<file path="config.mk">
export PLATFORM = sky130hd
export DESIGN_NAME = rectangle_grid_allocator_flat
export DESIGN_NICKNAME = d
export VERILOG_FILES = /design/src/design/rga_pkg.sv /design/src/design/rga_if.sv /design/src/design/rectangle_grid_allocator.sv /design/src/design/rga_ram.sv /design/src/flat_wrapper.sv
export VERILOG_INCLUDE_DIRS = /design/src /design/src/design
export SDC_FILE = /design/constraint.sdc
export NUM_CORES = 2
export LEC_CHECK = 0
export BUFFER_PORTS_ARGS = -buffer_cell sky130_fd_sc_hd__buf_2
export CAP_MARGIN = 10
export CORE_ASPECT_RATIO = 0.8
export CORE_MARGIN = 2
export CORE_UTILIZATION = 28
export CTS_BUF_LIST = sky130_fd_sc_hd__clkbuf_4
export CTS_CLUSTER_SIZE = 40
export DETAILED_ROUTE_END_ITERATION = 10
export PLACE_DENSITY = 0.53
export REMOVE_ABC_BUFFERS = 1
export SLEW_MARGIN = 20
export SYNTH_ARGS = -nofsm -noshare
export SYNTH_HDL_FRONTEND = slang
export SYNTH_MEMORY_MAX_BITS = 65536
export SYNTH_SLANG_ARGS = --single-unit
export TNS_END_PERCENT = 50
</file>
<file path="constraint.sdc">
create_clock -name clk -period 8 [get_ports clk]
set_input_delay 0.8 -clock clk [delete_from_list [all_inputs] [get_ports clk]]
set_output_delay 0.8 -clock clk [all_outputs]
set_load 0.01 [all_outputs]
</file>
<file path="src/design/rectangle_grid_allocator_assert.svh">
// ============================================================================
// Rectangle grid allocator assertion macros
// Shorthand for clocked assertions that are disabled while reset is held.
// ============================================================================
`ifndef RECTANGLE_GRID_ALLOCATOR_ASSERT_SVH
`define RECTANGLE_GRID_ALLOCATOR_ASSERT_SVH

// Same-cycle implication.
`define RGA_ASSERT_IMP(label, ante, cons) \
    label: assert property (@(posedge clk) disable iff (!rst_n) (ante) |-> (cons)) \
        else $error("rectangle_grid_allocator: assertion failed");

// Next-cycle implication.
`define RGA_ASSERT_NXT(label, ante, cons) \
    label: assert property (@(posedge clk) disable iff (!rst_n) (ante) |=> (cons)) \
        else $error("rectangle_grid_allocator: assertion failed");

`endif

</file>
<file path="src/design/rga_pkg.sv">
// ============================================================================
// Rectangle grid allocator package
// Grid geometry, field widths, request and outcome codes and storage types.
// ============================================================================
`default_nettype none

package rga_pkg;

    localparam int GRID_ROWS    = 8;
    localparam int GRID_COLS    = 8;
    localparam int MAX_ITEM_IDS = 256;

    localparam int ROW_W      = $clog2(GRID_ROWS);
    localparam int COL_W      = $clog2(GRID_COLS);
    localparam int ID_W       = $clog2(MAX_ITEM_IDS);
    localparam int SPAN_W     = 4;
    localparam int COUNT_W    = 7;
    localparam int REQ_W      = 2;
    localparam int OUTCOME_W  = 2;
    localparam int CELL_W     = ID_W + 1;
    localparam int ROW_DATA_W = GRID_COLS * CELL_W;
    localparam int PLACE_W    = ROW_W + COL_W + 2 * SPAN_W;

    localparam logic [REQ_W-1:0] REQ_INSERT = 2'd0;
    localparam logic [REQ_W-1:0] REQ_REMOVE = 2'd1;
    localparam logic [REQ_W-1:0] REQ_READ   = 2'd2;

    localparam logic [OUTCOME_W-1:0] OUT_SUCCESS         = 2'd0;
    localparam logic [OUTCOME_W-1:0] OUT_ALREADY_PRESENT = 2'd1;
    localparam logic [OUTCOME_W-1:0] OUT_DOESNT_FIT      = 2'd2;
    localparam logic [OUTCOME_W-1:0] OUT_NOT_PRESENT     = 2'd3;

    typedef struct packed {
        logic            valid;
        logic [ID_W-1:0] owner;
    } cell_t;

    typedef struct packed {
        logic [ROW_W-1:0]  row;
        logic [COL_W-1:0]  col;
        logic [SPAN_W-1:0] height;
        logic [SPAN_W-1:0] width;
    } place_t;

endpackage

`default_nettype wire

</file>
<file path="src/design/rga_if.sv">
// ============================================================================
// Rectangle grid allocator channels
// Request and response channels with a valid/ready handshake.
// ============================================================================
`default_nettype none

interface rga_req_if
    import rga_pkg::*;
();
    logic              valid;
    logic              ready;
    logic [REQ_W-1:0]  req_type;
    logic [7:0]        item_id;
    logic [2:0]        anchor_row;
    logic [2:0]        anchor_col;
    logic [SPAN_W-1:0] item_height;
    logic [SPAN_W-1:0] item_width;

    modport source (output valid, req_type, item_id, anchor_row, anchor_col,
                    item_height, item_width, input ready);
    modport sink   (input valid, req_type, item_id, anchor_row, anchor_col,
                    item_height, item_width, output ready);
endinterface

interface rga_rsp_if
    import rga_pkg::*;
();
    logic                 valid;
    logic                 ready;
    logic [OUTCOME_W-1:0] outcome;
    logic                 cell_owned;
    logic [7:0]           cell_owner;
    logic [COUNT_W-1:0]   item_count;

    modport source (output valid, outcome, cell_owned, cell_owner, item_count,
                    input ready);
    modport sink   (input valid, outcome, cell_owned, cell_owner, item_count,
                    output ready);
endinterface

`default_nettype wire

</file>
<file path="src/design/rectangle_grid_allocator.sv">
// ============================================================================
// Rectangle grid allocator
// Claims, frees and looks up rectangular regions of an occupancy grid.
// ============================================================================
// The grid is held one row per word in a RAM, with a valid bit per row so that
// reset leaves it empty at once; item places sit in a second RAM with a valid
// bit per item. One item is worked on at a time, and the row RAM sets the pace
// at one row per cycle. An insert makes a check pass over the rows that the
// rectangle covers after clipping and then a write pass, and stops at the
// first row with a conflict; a remove reads the item's place from the table
// and then makes a write pass; a cell read reads one row; and a request that
// is refused at once goes straight to its result. A new item is taken as soon
// as the previous result has been moved into the output register.
`default_nettype none

`include "rectangle_grid_allocator_assert.svh"

module rectangle_grid_allocator
    import rga_pkg::*;
(
    input  logic      clk,
    input  logic      rst_n,
    rga_req_if.sink   req,
    rga_rsp_if.source rsp
);

    localparam logic [2:0] S_IDLE  = 3'd0;
    localparam logic [2:0] S_TBL   = 3'd1;
    localparam logic [2:0] S_CHECK = 3'd2;
    localparam logic [2:0] S_MOD   = 3'd3;
    localparam logic [2:0] S_CELL  = 3'd4;
    localparam logic [2:0] S_FIN   = 3'd5;

    logic [2:0]              state_reg, state_next;
    logic                    op_ins_reg, op_ins_next;
    logic [ID_W-1:0]         id_reg, id_next;
    logic [ROW_W-1:0]        row_start_reg, row_start_next;
    logic [ROW_W-1:0]        cur_row_reg, cur_row_next;
    logic [ROW_W:0]          end_row_reg, end_row_next;
    logic [COL_W-1:0]        col_reg, col_next;
    logic [SPAN_W-1:0]       height_reg, height_next;
    logic [SPAN_W-1:0]       width_reg, width_next;
    logic [OUTCOME_W-1:0]    res_outcome_reg, res_outcome_next;
    logic                    res_owned_reg, res_owned_next;
    logic [ID_W-1:0]         res_owner_reg, res_owner_next;
    logic [COUNT_W-1:0]      count_reg, count_next;
    logic [GRID_ROWS-1:0]    row_valid_reg, row_valid_next;
    logic [MAX_ITEM_IDS-1:0] item_valid_reg, item_valid_next;
    logic                    out_valid_reg, out_valid_next;
    logic [OUTCOME_W-1:0]    out_outcome_reg;
    logic                    out_owned_reg;
    logic [ID_W-1:0]         out_owner_reg;
    logic [COUNT_W-1:0]      out_count_reg;

    logic                  grid_wr_en;
    logic [ROW_W-1:0]      grid_rd_addr;
    logic [ROW_DATA_W-1:0] grid_rd_data;
    logic [ROW_DATA_W-1:0] grid_wr_data;
    logic                  tbl_wr_en;
    logic [ID_W-1:0]       tbl_rd_addr;
    logic [PLACE_W-1:0]    tbl_rd_data;
    place_t                tbl_wr_place;
    place_t                tbl_place;

    cell_t                 row_cells [GRID_COLS];
    cell_t                 new_cells [GRID_COLS];
    logic [GRID_COLS-1:0]  col_mask;
    logic [GRID_COLS-1:0]  owned_vec;
    logic                  conflict;
    logic                  last_row;
    logic                  out_free;
    logic                  id_ok;
    logic                  row_ok;
    logic                  col_ok;

    function automatic logic [ROW_W:0] clip_rows(input logic [ROW_W-1:0] start,
                                                 input logic [SPAN_W-1:0] span);
        logic [SPAN_W:0] sum;
        sum = (SPAN_W + 1)'(start) + (SPAN_W + 1)'(span);
        if (sum > (SPAN_W + 1)'(GRID_ROWS))
        begin
            return (ROW_W + 1)'(GRID_ROWS);
        end
        return (ROW_W + 1)'(sum);
    endfunction

    rga_ram #(
        .WIDTH (ROW_DATA_W),
        .DEPTH (GRID_ROWS)
    ) u_grid_ram (
        .clk     (clk),
        .wr_en   (grid_wr_en),
        .wr_addr (cur_row_reg),
        .wr_data (grid_wr_data),
        .rd_addr (grid_rd_addr),
        .rd_data (grid_rd_data)
    );

    rga_ram #(
        .WIDTH (PLACE_W),
        .DEPTH (MAX_ITEM_IDS)
    ) u_place_ram (
        .clk     (clk),
        .wr_en   (tbl_wr_en),
        .wr_addr (id_reg),
        .wr_data (tbl_wr_place),
        .rd_addr (tbl_rd_addr),
        .rd_data (tbl_rd_data)
    );

    assign tbl_place    = place_t'(tbl_rd_data);
    assign tbl_wr_place = '{row: row_start_reg, col: col_reg,
                            height: height_reg, width: width_reg};

    assign id_ok  = 32'(req.item_id) < MAX_ITEM_IDS;
    assign row_ok = 32'(req.anchor_row) < GRID_ROWS;
    assign col_ok = 32'(req.anchor_col) < GRID_COLS;

    always_comb
    begin
        for (int j = 0; j < GRID_COLS; j++)
        begin
            col_mask[j] = (7'(j) >= 7'(col_reg)) &&
                          (7'(j) < 7'(col_reg) + 7'(width_reg));
            row_cells[j] = row_valid_reg[cur_row_reg] ?
                           cell_t'(grid_rd_data[j*CELL_W +: CELL_W]) : '0;
            owned_vec[j] = row_cells[j].valid;
            if (!col_mask[j])
            begin
                new_cells[j] = row_cells[j];
            end
            else if (op_ins_reg)
            begin
                new_cells[j] = '{valid: 1'b1, owner: id_reg};
            end
            else
            begin
                new_cells[j] = '0;
            end
            grid_wr_data[j*CELL_W +: CELL_W] = new_cells[j];
        end
    end

    assign conflict = |(col_mask & owned_vec);
    assign last_row = ((ROW_W + 1)'(cur_row_reg) + 1'b1) == end_row_reg;
    assign out_free = !out_valid_reg || rsp.ready;

    always_comb
    begin
        state_next       = state_reg;
        op_ins_next      = op_ins_reg;
        id_next          = id_reg;
        row_start_next   = row_start_reg;
        cur_row_next     = cur_row_reg;
        end_row_next     = end_row_reg;
        col_next         = col_reg;
        height_next      = height_reg;
        width_next       = width_reg;
        res_outcome_next = res_outcome_reg;
        res_owned_next   = res_owned_reg;
        res_owner_next   = res_owner_reg;
        count_next       = count_reg;
        row_valid_next   = row_valid_reg;
        item_valid_next  = item_valid_reg;
        grid_wr_en       = 1'b0;
        tbl_wr_en        = 1'b0;
        grid_rd_addr     = cur_row_reg + 1'b1;
        tbl_rd_addr      = ID_W'(req.item_id);
        req.ready        = (state_reg == S_IDLE);

        unique case (state_reg)
            S_IDLE:
            begin
                grid_rd_addr = ROW_W'(req.anchor_row);
                if (req.valid)
                begin
                    id_next          = ID_W'(req.item_id);
                    row_start_next   = ROW_W'(req.anchor_row);
                    cur_row_next     = ROW_W'(req.anchor_row);
                    col_next         = COL_W'(req.anchor_col);
                    height_next      = req.item_height;
                    width_next       = req.item_width;
                    end_row_next     = clip_rows(ROW_W'(req.anchor_row), req.item_height);
                    res_outcome_next = OUT_SUCCESS;
                    res_owned_next   = 1'b0;
                    res_owner_next   = '0;
                    state_next       = S_FIN;
                    unique case (req.req_type)
                        REQ_INSERT:
                        begin
                            if (id_ok && item_valid_reg[ID_W'(req.item_id)])
                            begin
                                res_outcome_next = OUT_ALREADY_PRESENT;
                            end
                            else if (!id_ok || req.item_height == '0 ||
                                     req.item_width == '0 || !row_ok || !col_ok)
                            begin
                                res_outcome_next = OUT_DOESNT_FIT;
                            end
                            else
                            begin
                                op_ins_next = 1'b1;
                                state_next  = S_CHECK;
                            end
                        end
                        REQ_REMOVE:
                        begin
                            if (!id_ok || !item_valid_reg[ID_W'(req.item_id)])
                            begin
                                res_outcome_next = OUT_NOT_PRESENT;
                            end
                            else
                            begin
                                op_ins_next = 1'b0;
                                state_next  = S_TBL;
                            end
                        end
                        REQ_READ:
                        begin
                            if (row_ok && col_ok)
                            begin
                                state_next = S_CELL;
                            end
                        end
                        default:
                        begin
                            state_next = S_FIN;
                        end
                    endcase
                end
            end
            S_TBL:
            begin
                row_start_next = tbl_place.row;
                cur_row_next   = tbl_place.row;
                col_next       = tbl_place.col;
                height_next    = tbl_place.height;
                width_next     = tbl_place.width;
                end_row_next   = clip_rows(tbl_place.row, tbl_place.height);
                grid_rd_addr   = tbl_place.row;
                state_next     = S_MOD;
            end
            S_CHECK:
            begin
                if (conflict)
                begin
                    res_outcome_next = OUT_DOESNT_FIT;
                    state_next       = S_FIN;
                end
                else if (last_row)
                begin
                    grid_rd_addr = row_start_reg;
                    cur_row_next = row_start_reg;
                    state_next   = S_MOD;
                end
                else
                begin
                    cur_row_next = cur_row_reg + 1'b1;
                end
            end
            S_MOD:
            begin
                grid_wr_en                  = 1'b1;
                row_valid_next[cur_row_reg] = 1'b1;
                if (last_row)
                begin
                    item_valid_next[id_reg] = op_ins_reg;
                    if (op_ins_reg)
                    begin
                        tbl_wr_en  = 1'b1;
                        count_next = count_reg + 1'b1;
                    end
                    else if (count_reg != '0)
                    begin
                        count_next = count_reg - 1'b1;
                    end
                    res_outcome_next = OUT_SUCCESS;
                    state_next       = S_FIN;
                end
                else
                begin
                    cur_row_next = cur_row_reg + 1'b1;
                end
            end
            S_CELL:
            begin
                res_owned_next = row_cells[col_reg].valid;
                res_owner_next = row_cells[col_reg].valid ? row_cells[col_reg].owner : '0;
                state_next     = S_FIN;
            end
            S_FIN:
            begin
                if (out_free)
                begin
                    state_next = S_IDLE;
                end
            end
            default:
            begin
                state_next = S_IDLE;
            end
        endcase
    end

    always_comb
    begin
        out_valid_next = out_valid_reg && !rsp.ready;
        if (state_reg == S_FIN && out_free)
        begin
            out_valid_next = 1'b1;
        end
    end

    always_ff @(posedge clk or negedge rst_n)
    begin
        if (!rst_n)
        begin
            state_reg      <= S_IDLE;
            count_reg      <= '0;
            row_valid_reg  <= '0;
            item_valid_reg <= '0;
            out_valid_reg  <= 1'b0;
        end
        else
        begin
            state_reg      <= state_next;
            count_reg      <= count_next;
            row_valid_reg  <= row_valid_next;
            item_valid_reg <= item_valid_next;
            out_valid_reg  <= out_valid_next;
        end
    end

    always_ff @(posedge clk)
    begin
        op_ins_reg      <= op_ins_next;
        id_reg          <= id_next;
        row_start_reg   <= row_start_next;
        cur_row_reg     <= cur_row_next;
        end_row_reg     <= end_row_next;
        col_reg         <= col_next;
        height_reg      <= height_next;
        width_reg       <= width_next;
        res_outcome_reg <= res_outcome_next;
        res_owned_reg   <= res_owned_next;
        res_owner_reg   <= res_owner_next;
        if (state_reg == S_FIN && out_free)
        begin
            out_outcome_reg <= res_outcome_reg;
            out_owned_reg   <= res_owned_reg;
            out_owner_reg   <= res_owner_reg;
            out_count_reg   <= count_reg;
        end
    end

    assign rsp.valid      = out_valid_reg;
    assign rsp.outcome    = out_outcome_reg;
    assign rsp.cell_owned = out_owned_reg;
    assign rsp.cell_owner = 8'(out_owner_reg);
    assign rsp.item_count = out_count_reg;

    // Every stored item holds at least one cell, so the count cannot pass the cell total.
    `RGA_ASSERT_IMP(a_count_bound, 1'b1, count_reg <= COUNT_W'(GRID_ROWS * GRID_COLS))
    // The item count only moves when the last row of a write pass is committed.
    `RGA_ASSERT_IMP(a_count_source, count_reg != $past(count_reg), $past(state_reg) == S_MOD)
    // An accepted item keeps the block busy in the following cycle.
    `RGA_ASSERT_NXT(a_accept_busy, req.valid && req.ready, state_reg != S_IDLE)

endmodule

`default_nettype wire

</file>
<file path="src/design/rga_ram.sv">
// ============================================================================
// Rectangle grid allocator RAM
// Generic memory with one write port and one registered read port.
// ============================================================================
`default_nettype none

module rga_ram #(
    parameter int WIDTH = 8,
    parameter int DEPTH = 8
) (
    input  logic                     clk,
    input  logic                     wr_en,
    input  logic [$clog2(DEPTH)-1:0] wr_addr,
    input  logic [WIDTH-1:0]         wr_data,
    input  logic [$clog2(DEPTH)-1:0] rd_addr,
    output logic [WIDTH-1:0]         rd_data
);

    logic [WIDTH-1:0] mem [DEPTH];
    logic [WIDTH-1:0] rd_data_reg;

    always_ff @(posedge clk)
    begin
        if (wr_en)
        begin
            mem[wr_addr] <= wr_data;
        end
        rd_data_reg <= mem[rd_addr];
    end

    assign rd_data = rd_data_reg;

endmodule

`default_nettype wire
</file>
<file path="src/flat_wrapper.sv">
// flat-port wrapper written by rule: the top's interface ports become plain ports
module rectangle_grid_allocator_flat import rga_pkg::*;
  (clk, rst_n, req_valid, req_req_type, req_item_id, req_anchor_row, req_anchor_col, req_item_height, req_item_width, req_ready, rsp_valid, rsp_outcome, rsp_cell_owned, rsp_cell_owner, rsp_item_count, rsp_ready);
  rga_req_if req_i ();
  rga_rsp_if rsp_i ();
  input  logic clk;
  input  logic rst_n;
  input wire logic [$bits(req_i.valid)-1:0] req_valid;
  input wire logic [$bits(req_i.req_type)-1:0] req_req_type;
  input wire logic [$bits(req_i.item_id)-1:0] req_item_id;
  input wire logic [$bits(req_i.anchor_row)-1:0] req_anchor_row;
  input wire logic [$bits(req_i.anchor_col)-1:0] req_anchor_col;
  input wire logic [$bits(req_i.item_height)-1:0] req_item_height;
  input wire logic [$bits(req_i.item_width)-1:0] req_item_width;
  output wire logic [$bits(req_i.ready)-1:0] req_ready;
  output wire logic [$bits(rsp_i.valid)-1:0] rsp_valid;
  output wire logic [$bits(rsp_i.outcome)-1:0] rsp_outcome;
  output wire logic [$bits(rsp_i.cell_owned)-1:0] rsp_cell_owned;
  output wire logic [$bits(rsp_i.cell_owner)-1:0] rsp_cell_owner;
  output wire logic [$bits(rsp_i.item_count)-1:0] rsp_item_count;
  input wire logic [$bits(rsp_i.ready)-1:0] rsp_ready;
  assign req_i.valid = req_valid;
  assign req_i.req_type = req_req_type;
  assign req_i.item_id = req_item_id;
  assign req_i.anchor_row = req_anchor_row;
  assign req_i.anchor_col = req_anchor_col;
  assign req_i.item_height = req_item_height;
  assign req_i.item_width = req_item_width;
  assign req_ready = req_i.ready;
  assign rsp_valid = rsp_i.valid;
  assign rsp_outcome = rsp_i.outcome;
  assign rsp_cell_owned = rsp_i.cell_owned;
  assign rsp_cell_owner = rsp_i.cell_owner;
  assign rsp_item_count = rsp_i.item_count;
  assign rsp_i.ready = rsp_ready;
  rectangle_grid_allocator u_core (.clk(clk), .rst_n(rst_n), .req(req_i), .rsp(rsp_i));
endmodule
</file>
After elaboration in Yosys (flattened, before gate mapping)
Memory sizes are Yosys's and may differ from the RTL's. A register that Yosys moved wholly into a read port is not among the register bits.
Index checks and enable logic that the tools add are counted.

cells by class
  $add $sub $neg = 7
  order comparisons = 23
  equal/unequal tests = 18
  multiplexer cells = 92
  bitwise logic cells = 3
  reduce and logical (&&, ||, !) cells = 36

operators by type and width
  operator            number
  $bwmux 256          1
  $mux 9              19
  $mux 3              14
  $lt 3x7->1 const A  4
  $mux 4              7
  $bmux 9 s3          1
  $pmux 4 s2          3
  $mux 1              22
  $lt 8x9->1 const B  2
  $pmux 3 s3          2
  $pmux 3 s6          1
  $mux 8              2
  $pmux 8 s2          1
  $add 3x4->5         3
  $lt 1x7->1 const A  2
  $lt 2x7->1 const A  2
  $mux 7              2
  $mux 2              6
  $pmux 3 s2          2
  $pmux 3 s4          1
  $reduce_and 4->1    3
  $logic_and 1x1->1   11
  $gt 5x4->1 const B  2
  $ne 2x2->1 const B  5
  other kinds (42)    61

word-level totals
  register bits = 334
  memory bits (writable) = 4160
  bits of input ports = 28
  output and inout bits = 20
  word-level logic and storage cells = 201
  memories kept = 2

memory list
  memory                  words  width  rd ports  clocked after memory_dff  wr ports  RTL line       text
  u_core.u_place_ram.mem  256    14     1         1                         1         rga_ram.sv:19  logic [WIDTH-1:0] mem [DEPTH];
  u_core.u_grid_ram.mem   8      72     1         1                         1         rga_ram.sv:19

Longest topological paths before layout
  depth after elaboration = 8
  depth in mapped cells = 16
  depth with buffers taken out = 11

By module
Synthesis repeated with hierarchy kept, for this count alone.

unflattened totals
  cells, all modules = 8773
  area, all modules = 180654.5 um^2

by module, submodules not included
  module                         times used  cells an instance  area each (um^2)  sequential area each (um^2)
  rga_ram at u_core.u_place_ram  1           6142               138816.9          107903.5
  rga_ram at u_core.u_grid_ram   1           917                23368.7           18738.0
  rectangle_grid_allocator       1           1714               18469.0           8653.3

Worst setup path before layout
Ideal clock, no wire load.

  path type = reg-to-reg
  start = register u_core.col_reg[1]
  end = register u_core.u_grid_ram.rd_data_reg[1], in the netlist u_core.u_grid_ram.rd_data[1], read port of u_core.u_grid_ram.mem
  setup time = 0.126 ns
  arrival = 6.996 ns
  required time = 7.874 ns
  slack = 0.878 ns
  stages on the path, launching flop included = 15
  path buffers = 4
  clock period less this slack = 7.122 ns
  path through = edfxtp_1 -> ha_1 -> a211oi_1 -> a311oi_1 -> o31ai_2 -> a2bb2o_4 -> or3_1 -> buf_6 -> o31a_1 -> buf_6 -> buf_6 -> clkbuf_1 -> and3_1 -> a211oi_1 -> nor4_2

on the way
  word-level cells in the longest chain between the ends = 7
  elaborated cells between the ends (all ways) = 27
  classes of those cells = 1 x add/sub; 15 x order compare; 2 x mux; 1 x bitwise; 8 x reduce/logical

RTL lines
  what                                RTL line                         text
  start: declaration                  rectangle_grid_allocator.sv:40   logic [COL_W-1:0] col_reg, col_next;
  start signal: assignment            rectangle_grid_allocator.sv:341  col_reg <= col_next;
  $add 3x4->5                         rectangle_grid_allocator.sv:124  (7'(j) < 7'(col_reg) + 7'(width_reg));
  $lt 1x7->1 (tied with other cells)  rectangle_grid_allocator.sv:124
  $logic_and 1x1->1                   rectangle_grid_allocator.sv:123  col_mask[j] = (7'(j) >= 7'(col_reg)) &&
  $and 8x8->8 (*)                     rectangle_grid_allocator.sv:144  assign conflict = |(col_mask & owned_vec);
  $reduce_or 8->1 (*)                 rectangle_grid_allocator.sv:144
  $mux 3 (*)                          rectangle_grid_allocator.sv:245  if (conflict)
  $pmux 3 s3 (*)                      rectangle_grid_allocator.sv:171  unique case (state_reg)
  end: declaration                    rga_ram.sv:20                    logic [WIDTH-1:0] rd_data_reg;

Mark *: on every way between the ends. The rest lies on a longest branch, timed or not.
A chain may end at the register's enable or synchronous reset.

Worst setup path after layout
  start = register u_core.col_reg[2]
  end = register u_core.u_grid_ram.rd_data_reg[27], in the netlist u_core.u_grid_ram.rd_data[27], read port of u_core.u_grid_ram.mem

Same word-level chain as after synthesis.

==> impl_metrics.env <==
export IMPL_run_status="finished, final reports clean"
export IMPL_cp_data_required_time_ps=9600
export IMPL_rsz0062_at_grt="false"
export IMPL_largest_reg_flops=3584
export IMPL_cts_made_buffers=1202
export IMPL_crit_fanout=149
export IMPL_grt_usage=0.154
export IMPL_drtIter0Drc=12479
export IMPL_ant_nets=0
export IMPL_maxCapViolations=0
export IMPL_hp_class="in -> reg"
export IMPL_dominantRegCellSynth="edfxtp_1"
export IMPL_wl_per_cell_um=26.9
export IMPL_setup_viol=0
export IMPL_ys_seq_area_frac=0.754
export IMPL_clk_latency_ps=1810
export IMPL_crit_path_start="u_core.col_reg[2]"
export IMPL_core_sq_um=640000
export IMPL_dp_hpwl_mm=289
export IMPL_clk_path_buf_depth=5
export IMPL_stdcell_area_sq_um=207000
export IMPL_io_buffers=47
export IMPL_final_cells=18975
export IMPL_ys_warn_count=0
export IMPL_place_area_sq_um=192000
export IMPL_cts_tree="yes"
export IMPL_cp_end_kind="flip-flop"
export IMPL_synth_distinct_cells=72
export IMPL_antenna_found_initial=62
export IMPL_final_cell_mix="edfxtp_1, clkbuf_4, mux4_2"
export IMPL_ir_worst_vdd_mv=0.649
export IMPL_ys_ff_latch=4580
export IMPL_multi_input_area_sq_um=41800
export IMPL_cts_reportedPaths_clkPinSlew_ps=60
export IMPL_grt_max_degree=285
export IMPL_arrival_ps=7250
export IMPL_drc=0
export IMPL_final_nets=9773
export IMPL_start_util=0.280
export IMPL_wirelength_mm=510
export IMPL_ys_top_cells_by_area="edfxtp_1, mux4_2, dfrtp_1"
export IMPL_powerDensity_nw_per_um2=313
export IMPL_gp_congestion=0.818
export IMPL_slew_violations=0
export IMPL_endpoint="u_core.u_grid_ram.rd_data[27]"
export IMPL_syn_area_sq_um=179000
export IMPL_reg2reg_depth=10
export IMPL_ff2ff_setup_slack_ps=2350
export IMPL_fp_dieW_um=899
export IMPL_r2r_end="u_core.u_grid_ram.rd_data[27]"
export IMPL_start_kind="flip-flop"
export IMPL_finalHoldViolCount=0
export IMPL_skew_ps=182
export IMPL_cts_htree_levels=7
export IMPL_synth_cells=8626
export IMPL_grt_pass1_vias=96502
export IMPL_synth_top_area_frac=0.706
export IMPL_die_height_um=720
export IMPL_die_area_sq_um=647000
export IMPL_worstMarginPinSlew_ps=1260
export IMPL_drive_gt1_frac=0.347
export IMPL_final_util=0.323
export IMPL_viasPerCell=5.07
export IMPL_area_delta_synth_final_pct=15.1
export IMPL_fill_cells=60895
export IMPL_dp_slack_ps=1980
export IMPL_grt_overflow=0
export IMPL_avgSynthCellArea_sq_um=20.8
export IMPL_fmax_ghz=0.177
export IMPL_slew_headroom=0.162
export IMPL_ios=48
export IMPL_synth_async_reset_ratio=0.0600
export IMPL_dp_cells=16944
export IMPL_postLayoutSetupSlackWorst_ps=2350
export IMPL_worstSetupPathType="reg -> reg"
export IMPL_clock_sinks=4580
export IMPL_synth_top_area_cell="edfxtp_1"
export IMPL_dr_pass1_iters=6
export IMPL_mostFrequentLayoutCell="edfxtp_1"
export IMPL_final_seq_area_sq_um=135000
export IMPL_cts_root_buffer="clkbuf_4"
export IMPL_num_rows=263
export IMPL_timing_rr_start="u_core.col_reg[2]"
export IMPL_fin_crit_ps=5650
export IMPL_synth_edf_count=4219
export IMPL_min_period_over_period=0.707
export IMPL_tns_ps=0
export IMPL_grt_pass1_wl_mm=720
export IMPL_leakage_uw=0.0660
export IMPL_vias=96129
[worst min path at each step]
| stage | startpoint | cells after the start | slack (ps) | to |
|---|---|---|---|---|
| floorplan | u_core.res_owned_reg | 0 | 400 | u_core.rsp.cell_owned |
| global placement | u_core.res_owner_reg[6] | 0 | 410 | u_core.rsp.cell_owner[6] |
| detailed placement | u_core.res_owner_reg[6] | 0 | 410 | u_core.rsp.cell_owner[6] |
| CTS | req_req_type[1] | 5 | 8 | u_core.state_reg[0] |
| global route | req_item_id[6] | 3 | 120 | u_core.u_place_ram.rd_data[12] |
| finish | req_item_id[6] | 2 | 250 | u_core.id_reg[6] |
[worst max-delay path: stages (launching register included)]
cell	delay (ps)
edfxtp_1	350
buf_4	710
inv_1	660
o32a_1	670
a2bb2o_4	340
or3_1	450
o31a_2	450
nand2_8	750
buf_4	520
a211oi_1	140
nor4_1	360
[cells in the mapped netlist (76+ instances only)]
cell type	n
a211oi_1	215
a21oi_1	104
and3_1	219
buf_1	102
clkbuf_1	450
dfrtp_1	275
dfxtp_1	86
edfxtp_1	4219
mux4_2	1282
nand2_1	127
nor2_1	310
nor3_1	92
nor4_1	76
o21a_1	76
o21ai_0	353
o31ai_1	232
[cell type report]
type                            count  area share
Clock inverter                    257     0.00648
Inverter                           23    0.000454
Multi-Input combinational cell   3390       0.203
Antenna cell                       32    0.000388
Timing Repair Buffer              529      0.0223
Tap cell                         8480      0.0514
Sequential cell                  4580       0.655
Clock buffer                     1684      0.0612
[layer usage]
metal	up-vias	global-route usage	part of all wire
li1	39166	-	-
met3	800	0.0387	0.091
met1	51215	0.224	0.44
met5	-	0	0.000051
met2	4944	0.223	0.44
met4	4	0.0551	0.025
[through the flow]
step	hold WS (ps)	power (uW)
after floorplan	400	39300
after global placement	409	45100
after detailed placement	408	45500
after CTS	7.62	65000
after global routing	120	67500
final	253	64700
[repair_timing]
action	4_1_cts	5_1_grt
gates resized for setup	0	0
buffers inserted	0	0
hold endpoints to repair	367	0
hold buffers	51	0
[power breakdown]
part	internal (uW)	switching (uW)	total [uW]
clock network	10000	9350	19400
registers	30300	553	30900
logic	3730	10700	14400
[logic make-up (layout without fill, tap and decap cells)]
| logic type | after synthesis | count (layout) | share of synthesized area |
|---|---|---|---|
| AO/OA/AOI/OAI | 1054 | 1054 | 0.0384 |
| XOR/XNOR | 16 | 16 | 0.000781 |
| adder cells (fa/ha/maj) | 19 | 19 | 0.00149 |
| buffers and inverters | 656 | 2493 | 0.0148 |
| flip-flops | 4580 | 4580 | 0.754 |
| multiplexers | 1330 | 1330 | 0.164 |
| other | 0 | 32 | 0 |
| AND/OR/NAND/NOR | 971 | 971 | 0.0269 |
(Power assumes the default switching activity.)
